<file path="config.mk">
export PLATFORM = sky130hd
export DESIGN_NAME = esc_front
export DESIGN_NICKNAME = d
export VERILOG_FILES = /design/src/design/esc_pkg.sv /design/src/design/esc_front.sv
export SDC_FILE = /design/constraint.sdc
export NUM_CORES = 1
export LEC_CHECK = 0
export ABC_CLOCK_PERIOD_IN_PS = 4800
export BUFFER_PORTS_ARGS = -buffer_cell sky130_fd_sc_hd__buf_2
export CORE_MARGIN = 3
export CORE_UTILIZATION = 35
export DETAILED_ROUTE_END_ITERATION = 6
export GPL_ROUTABILITY_DRIVEN = 0
export SLEW_MARGIN = 20
export SYNTH_ARGS = -nofsm -noshare
export SYNTH_HDL_FRONTEND = slang
export SYNTH_SLANG_ARGS = --single-unit
</file>
<file path="constraint.sdc">
create_clock -name clk -period 4.8 [get_ports clk]
set_input_delay 0.96 -clock clk [delete_from_list [all_inputs] [get_ports clk]]
set_output_delay 0.96 -clock clk [all_outputs]
set_load 0.05 [all_outputs]
</file>
<file path="src/design/esc_pkg.sv">
// Shared types and constants for the environment sensor compensation block.
// No dependencies; every other design file imports this package.
package esc_pkg;

    // Configuration register indexes
    localparam int CFG_IDX_W = 3;
    localparam logic [CFG_IDX_W-1:0] CFG_TEMP       = 3'd0;
    localparam logic [CFG_IDX_W-1:0] CFG_PRESS_LO   = 3'd1;
    localparam logic [CFG_IDX_W-1:0] CFG_PRESS_HI   = 3'd2;
    localparam logic [CFG_IDX_W-1:0] CFG_PRESS_LAST = 3'd3;
    localparam logic [CFG_IDX_W-1:0] CFG_HUM        = 3'd4;

    // Result limits
    localparam logic [24:0] PRESS_MAX = 25'h1FFFFFF;
    localparam logic [16:0] HUM_MAX   = 17'd102400;

    // Input transaction
    typedef struct packed {
        logic [19:0] raw_temperature;
        logic [19:0] raw_pressure;
        logic [15:0] raw_humidity;
    } sample_t;

    // Output transaction
    typedef struct packed {
        logic signed [15:0] temperature_centi;
        logic [24:0]        pressure_q24_8;
        logic               pressure_invalid;
        logic [16:0]        humidity_q22_10;
    } result_t;

    // Decoded calibration coefficients
    typedef struct packed {
        logic [15:0]        t1;
        logic signed [15:0] t2;
        logic signed [15:0] t3;
        logic [15:0]        p1;
        logic signed [15:0] p2;
        logic signed [15:0] p3;
        logic signed [15:0] p4;
        logic signed [15:0] p5;
        logic signed [15:0] p6;
        logic signed [15:0] p7;
        logic signed [15:0] p8;
        logic signed [15:0] p9;
        logic [7:0]         h1;
        logic signed [15:0] h2;
        logic [7:0]         h3;
        logic signed [11:0] h4;
        logic signed [11:0] h5;
        logic signed [7:0]  h6;
    } calib_t;

endpackage

</file>
<file path="src/design/esc_front.sv">
// Front end: accepts input transactions into a two-entry queue.
// Depends on esc_pkg.
module esc_front (
    input  logic             clk,
    input  logic             rst_n,
    input  logic             sample_valid,
    output logic             sample_ready,
    input  esc_pkg::sample_t sample,
    output logic             item_valid,
    input  logic             item_ready,
    output esc_pkg::sample_t item
);
    import esc_pkg::*;

    sample_t    mem_reg [2];
    logic       wr_ptr_reg;
    logic       rd_ptr_reg;
    logic [1:0] count_reg;
    logic       push;
    logic       pop;

    assign sample_ready = (count_reg != 2'd2);
    assign item_valid   = (count_reg != 2'd0);
    assign item         = mem_reg[rd_ptr_reg];
    assign push         = sample_valid && sample_ready;
    assign pop          = item_valid && item_ready;

    // Queue storage
    always_ff @(posedge clk)
    begin
        if (push)
        begin
            mem_reg[wr_ptr_reg] <= sample;
        end
    end

    // Pointers and fill level
    always_ff @(posedge clk or negedge rst_n)
    begin
        if (!rst_n)
        begin
            wr_ptr_reg <= 1'b0;
            rd_ptr_reg <= 1'b0;
            count_reg  <= 2'd0;
        end
        else
        begin
            if (push)
            begin
                wr_ptr_reg <= ~wr_ptr_reg;
            end
            if (pop)
            begin
                rd_ptr_reg <= ~rd_ptr_reg;
            end
            if (push && !pop)
            begin
                count_reg <= count_reg + 2'd1;
            end
            else if (pop && !push)
            begin
                count_reg <= count_reg - 2'd1;
            end
        end
    end

endmodule

</file>
======== After elaboration in Yosys (flattened, before gate mapping) ========
Memories as Yosys holds them, arrays and structs flattened.
Index checks and enable logic that the tools add are counted.
storage, ports and cells
  flip-flop bits (word level) ............. 4
  bits in writable memories ............... 112
  input port bits ......................... 60
  output and inout port bits .............. 58
  logic and storage cells ................. 21
  memories kept ........................... 1
cells by class
  add/sub/neg operators ................... 2
  equal/unequal tests ..................... 1
  mux-type cells .......................... 4
  bitwise gates (word level) .............. 2
  reductions and logical operators ........ 8
memory list
  name     words  bits a word  rd ports  clocked after Yosys merged registers in  wr ports  RTL line         text
  mem_reg  2      56           1         0                                        1         esc_front.sv:15  sample_t mem_reg [2];
operators with widths
  kind                                               number
  logical AND 1 bit                                  4
  two-way mux 2 bit                                  2
  nonzero test 2 bit                                 2
  adder 2 x 1 -> 2 bit (second input constant)       1
  logical NOT 1 bit                                  2
  two-way mux 1 bit                                  2
  != test 2 bit (second input constant)              1
  inverter 1 bit                                     2
  subtractor 2 x 1 -> 2 bit (second input constant)  1

======== Depth between registers and ports, before layout ========
Gate-level depths: netlist of run 1.
  depth after elaboration ................. 6
  gate-level depth with buffers ........... 7
  depth with buffers taken out ............ 7

======== Worst setup path after synthesis of run 1 ========
Ideal clock, no wire load.
  kind .................................... input port to flip-flop
  from .................................... input port sample_valid
  to ...................................... memory mem_reg[0][0] (netlist bit) (enable)
  setup time .............................. 0.470 ns
  data arrival time ....................... 3.419 ns
  data required time ...................... 4.330 ns
  slack ................................... 0.910 ns
  cell stages on the path ................. 2
  path buffers ............................ 0
  cell sequence ........................... nand2_1 nor2_1
on the way
  cells in the longest elaborated chain, start to end .. 3
ends and longest elaborated chain
  element                                  RTL line         text
  from (decl)                              esc_front.sv:6   input logic sample_valid,
  logical AND 1 bit                        esc_front.sv:25  assign push = sample_valid && sample_ready;
  two-way mux 1 bit                        esc_front.sv:31  if (push)
  two-way mux 1 bit (not written as such)  esc_front.sv:33  mem_reg[wr_ptr_reg] <= sample;
  to (decl)                                esc_front.sv:15
Every way passes these cells.

==> impl_metrics.ini, run 1 <==
[setup_path]
r2r-start = count_reg[0]
slowest_delay_ns = 1.04
cpLargestDelayFamily = flip-flops
slowest_stage = dfrtp_4
crit_path_end_kind = output port
arrival_ns = 2.10
cp.buffers_inverters = 1
worstPathRequired_ns = 3.84
cp-start-kind = register
criticalPathCategory = reg2out
worst-path-max-fanout = 57
r2r_slack_ns = 2.58
worstRegToRegCells = 4
crit_chain = mux2_2, buf_2
r2r-end = mem_reg[0][3]

[synth]
yosysWarnings = 0
synth_most_common_cell = edfxtp_1
yosys.area.top_type = edfxtp_1
seq_area_frac_synth_pct = 79.5
ys_types = 15
synth_top_cell_area_share_pct = 77.2
ys.flop_type = edfxtp_1
synthTopCellsByArea = edfxtp_1 77%, mux2_4 10%, mux2_2 6.7%
synth_cells = 192
ys_async_sr_fraction_pct = 3.45
synth_edf_count = 112
ys_seq_elements = 116
syn-cell-area_sq_um = 4360
synth_commonest_cells = 112 x edfxtp_1, 30 x mux2_4, 26 x mux2_2
syn_nets = 253
syn_area_per_cell_sq_um = 22.7

[worst_hold_path]
min_path_type = in2async

[cts]
clk-insertion-delay-late_ns = 0.40
clockBufferDepth = 2
cts_setup_buffers = 0
cts_tree = yes
ctsHoldBuffers = 0
tritoncts.num_buffers = 17
clk_pin_slew_ns = 0.05
cts-root-buf = clkbuf_16
ctsResizeCount = 0
htreeDepth = 4
clock_sinks = 116

[final_layout]
largest_reg_flops = 112
finish.utilization_pct = 46.5
nNetsFinal = 385
drive_gt1_share_pct = 60.3
diodes = 0
syn2layout_area_growth_pct = 29.4

[routing]
drt_pre_antenna_iters = 2
drc = 0
ant_nets = 0
drt_iter0_drc = 119
vias = 2165
wl_per_cell_um = 14.9
vias_per_cell = 4.30
totalWireLength_um = 7480

[run]
drv_cap = 0

[pwr]
power.share.switching_pct = 38.9
vdd.ir_drop.worst_mv = 0.597
comb_power_share_pct = 37.4
clkPwrFrac_pct = 25.7
p_sw_mw = 1.65
leakagePower_nw = 2.21
internal_power_mw = 2.59
power_density_nw_per_um2 = 752
sequentialPowerShare_pct = 36.9

[placement]
port_buffers = 117
pre_cts_ws_ns = 2.06
dp_hpwl_um = 4690

[floorplan]
die_height_um = 118
rows = 40
core-area_sq_um = 12100
io_pins = 118
initial_core_util_pct = 36.0
die_area_sq_um = 13800
die_w_um = 118

[sta]
tns_ns = 0
rsz0062_at_grt = false
hold_viol_final = 0
setup_ws_ns = 1.74
worstMarginPinSlew_ns = 0.943
max_freq_ghz = 0.327
worst_clock_skew_ns = 0.00746
maxSlewHeadroom_pct = 37.1
setup_violations = 0
post-route-min-period_ns = 3.06
slew_viol_final = 0
fin_crit_sh_pct = 63.7

[grt]
antenna_found_initial = 0
grt_max_degree = 58
grt-ovfl-total = 0
grt_pass1_wl_um = 12000
first_global_vias = 2342
track_usage_pct = 11.5

[outcome]
status = complete, no violations
-- layout make-up --
| class | instances | area [sq um] |
|---|---|---|
| fillers | 1082 | 6480 |
| flip-flops and latches | 116 | 3470 |
| multi-input cells | 69 | 846 |
| repair buffers | 119 | 601 |
| clock buffers | 22 | 444 |
| well taps | 168 | 210 |
| clock inverters | 8 | 62.6 |
| inverters | 1 | 3.75 |
-- worst max-delay path by stage --
stage          depth (start not counted)       endpoint  slack [ns]         start
2_1_floorplan                          2  mem_reg[0][0]        0.91  sample_valid
3_3_place_gp                           4  mem_reg[0][3]        2.07  sample_valid
3_5_place_dp                           4  mem_reg[0][3]        2.06  sample_valid
6_report                               2        item[1]        1.74    rd_ptr_reg
4_1_cts                                2        item[1]        1.67    rd_ptr_reg
5_1_grt                                2       item[43]        1.61    rd_ptr_reg
-- per-stage QoR --
step	cell area (sq um)	instances	hold WS [ns]	total power [mW]
after floorplan	4360	192	0.456	2.88
after global routing	5630	503	0.334	4.43
after detailed placement	5120	473	0.488	3.20
after CTS	5630	503	0.337	4.30
final	5630	503	0.360	4.24
after global placement	5120	473	0.479	3.19
-- power groups by stage --
| stage | clock, mW | sequential [mW] | combinational [mW] |
|---|---|---|---|
| final | 1.09 | 1.56 | 1.59 |
| after global routing | 1.17 | 1.60 | 1.67 |
| after CTS | 1.12 | 1.57 | 1.61 |
| after detailed placement | 0 | 1.59 | 1.61 |
| after global placement | 0 | 1.58 | 1.60 |
| after floorplan | 0 | 1.47 | 1.42 |
-- cell families after synthesis --
kind of cell	after synthesis	synth area share (%)
and+or+nand+nor	7	0.776
muxes	56	17.1
DFF	116	79.5
xor gates and xnor gates	5	1.01
buffers and inverters	7	1.35
adders and majority gates	1	0.287
-- metal layers --
metal,vias to the layer above,track usage [%],part of all wire (%)
li1,1027,-,-
met1,1046,13.5,44
met2,78,17.6,47
met3,14,5.53,6.9
met4,0,5.93,1.9
met5,-,0,0
-- layout by cell type (no fill, tap or decap), drive strengths merged --
cell type,count
clkbuf,22
mux2,56
nand2,2
inv,1
bufinv,1
edfxtp,112
xor2,2
dfrtp,4
clkinv,7
and3,1
or2,1
ha,1
buf,119
nor2,2
xnor2,3
nand2b,1
(Power assumes the default switching activity.)
==> run 2: changes to the inputs <==
Settings changed: ABC_AREA set to 1, ABC_CLOCK_PERIOD_IN_PS 4800 to 2500.
Clock period 4.8 ns to 2.5 ns, I/O delays scaled along.
==> impl_metrics.ini, run 2 <==
[outcome]
status = complete, no violations

[setup_path]
worstRegToRegCells = 9
worst-path-max-fanout = 29
slowest_delay_ns = 0.48
criticalPathCategory = reg2out
crit_chain = inv_2, buf_4, nand2_1, nand2_1, buf_2
arrival_ns = 1.73
cpMostUsedCell = nand2_1
cp-start-kind = register
slowest_stage = dfrtp_2
crit_path_end_kind = output port
worstPathRequired_ns = 2.00

[sta]
rsz0062_at_grt = false
fin_crit_sh_pct = 89.3
tns_ns = 0
slew_viol_final = 0
worst_clock_skew_ns = 0.00560
setup_violations = 0
hold_viol_final = 0
max_freq_ghz = 0.448
worstMarginPinSlew_ns = 0.330
maxSlewHeadroom_pct = 78.0
post-route-min-period_ns = 2.23

[synth]
synth_top_cell_area_share_pct = 78.6
synth_commonest_cells = 178 x nand2_1, 112 x edfxtp_1, 9 x buf_2
syn_nets = 382
ys_seq_elements = 116
seq_area_frac_synth_pct = 80.9
yosysWarnings = 0
synthTopCellsByArea = edfxtp_1 79%, nand2_1 16%, dfrtp_1 2.3%
syn-cell-area_sq_um = 4280
synth_edf_count = 112
ys_async_sr_fraction_pct = 3.45
ys.flop_type = edfxtp_1
synth_cells = 321
synth_most_common_cell = nand2_1
syn_area_per_cell_sq_um = 13.3
yosys.area.top_type = edfxtp_1
ys_types = 13

[final_layout]
fill_cells = 1042
diodes = 0
layout_commonest_cell = nand2_1
syn2layout_area_growth_pct = 30.8
drive_gt1_share_pct = 32.1
multi_input_area_sq_um = 737
fin_area_sq_um = 5600
final_cell_mix = 178 x nand2_1, 116 x buf_2, 112 x edfxtp_1
finish.utilization_pct = 48.0
final-seq-area_sq_um = 3460
largest_reg_flops = 112
nNetsFinal = 513

[pwr]
sequentialPowerShare_pct = 33.1
power.share.switching_pct = 44.0
p_sw_mw = 3.72
internal_power_mw = 4.73
vdd.ir_drop.worst_mv = 0.687
comb_power_share_pct = 42.1
clkPwrFrac_pct = 24.8
power_density_nw_per_um2 = 1510
leakagePower_nw = 2.43

[grt]
grt_max_degree = 57
grt_pass1_wl_um = 13300
track_usage_pct = 13.4
antenna_found_initial = 1
grt-ovfl-total = 0
first_global_vias = 2685

[run]
drv_cap = 0

[cts]
tritoncts.num_buffers = 17
cts_setup_buffers = 0
clock_sinks = 116
clockBufferDepth = 2
clk-insertion-delay-late_ns = 0.40
htreeDepth = 4
clk_pin_slew_ns = 0.05
cts_tree = yes
cts-root-buf = clkbuf_16

[routing]
totalWireLength_um = 8550
vias = 2705
drt_pre_antenna_iters = 4
wl_per_cell_um = 14.1
ant_nets = 0
drt_iter0_drc = 162
drc = 0
vias_per_cell = 4.46

[floorplan]
core-area_sq_um = 11700
initial_core_util_pct = 36.7
die_area_sq_um = 13600
io_pins = 118
die_height_um = 117
die_w_um = 117
rows = 39

[placement]
placed_cell_area_sq_um = 5080
dp_hpwl_um = 5430
port_buffers = 117

[worst_hold_path]
hold_path_depth = 1
min_path_type = in2reg
==> run 2: cell types whose count changed in the layout (fill, tap and decap cells not counted), moves of 3 or more <==
| cell | before | now |
|---|---|---|
| mux2_2 | 26 | 0 |
| inv_1 | 1 | 6 |
| buf_12 | 0 | 3 |
| nand2_1 | 2 | 178 |
| mux2_4 | 30 | 0 |
==> run 2: per-layer routing <==
metal	global-route usage, %	up-vias	wire, um
li1	-	1341	-
met5	0	-	7
met3	5.03	15	572
met2	22.0	85	4260
met4	7.57	2	180
met1	15.0	1262	3530
==> run 2: cell type report <==
type	count	share of cell area (%)
multi-input combinational	186	13.2
timing repair buffer	124	12.2
inverter	7	0.469
sequential	116	61.9
clock buffer	23	8.00
tap	143	3.20
clock inverter	8	1.10
==> run 2: stage by stage <==
stage	total power, mW	std cells	worst slack (ns)	hold slack (ns)
finish	8.44	607	0.267	0.282
global route	8.92	607	0.143	0.265
CTS	8.58	607	0.234	0.260
detailed placement	6.46	575	0.680	0.336
global placement	6.42	575	0.693	0.331
floorplan	5.53	321	-0.422	0.204
==> run 2: repair_timing <==
action,CTS,global route
hold buffers,1,0
gates resized for setup,0,0
hold endpoints to repair,4,0
==> run 2: kinds of logic after synthesis <==
kind of cell	Yosys count	share of synthesized area (%)
AND/OR/NAND/NOR	183	16.2
flip-flops	116	80.9
buffers and inverters	19	2.19
XOR/XNOR	2	0.409
adder cells (fa/ha/maj)	1	0.292
==> run 2: worst paths after layout <==
check | startpoint | end | slack (ns)
worst min-delay path | sample[33] | mem_reg[1][33] | 0.28
max in group asynchronous | rst_n | rd_ptr_reg | 1.90
worst max-delay path | rd_ptr_reg | item[29] | 0.27
worst max register to register | count_reg[0] | count_reg[1] | 0.86
worst min register to register | count_reg[0] | count_reg[0] | 0.51
min in group asynchronous | rst_n | count_reg[0] | 0.45
==> run 2: worst max-delay path: cells and delay by family, from the launching register on <==
kind                   cells  cell delay, ns
AND/OR/NAND/NOR            2            0.19
flip-flops                 1            0.48
buffers and inverters      3            0.66
==> run 2: power by group through the flow <==
stage / clock network [mW] / logic [mW] / registers [mW]
finish: 2.09 / 3.56 / 2.80
detailed placement: 0 / 3.62 / 2.83
global placement: 0 / 3.60 / 2.82
floorplan: 0 / 2.72 / 2.80
global route: 2.24 / 3.84 / 2.84
CTS: 2.15 / 3.63 / 2.80
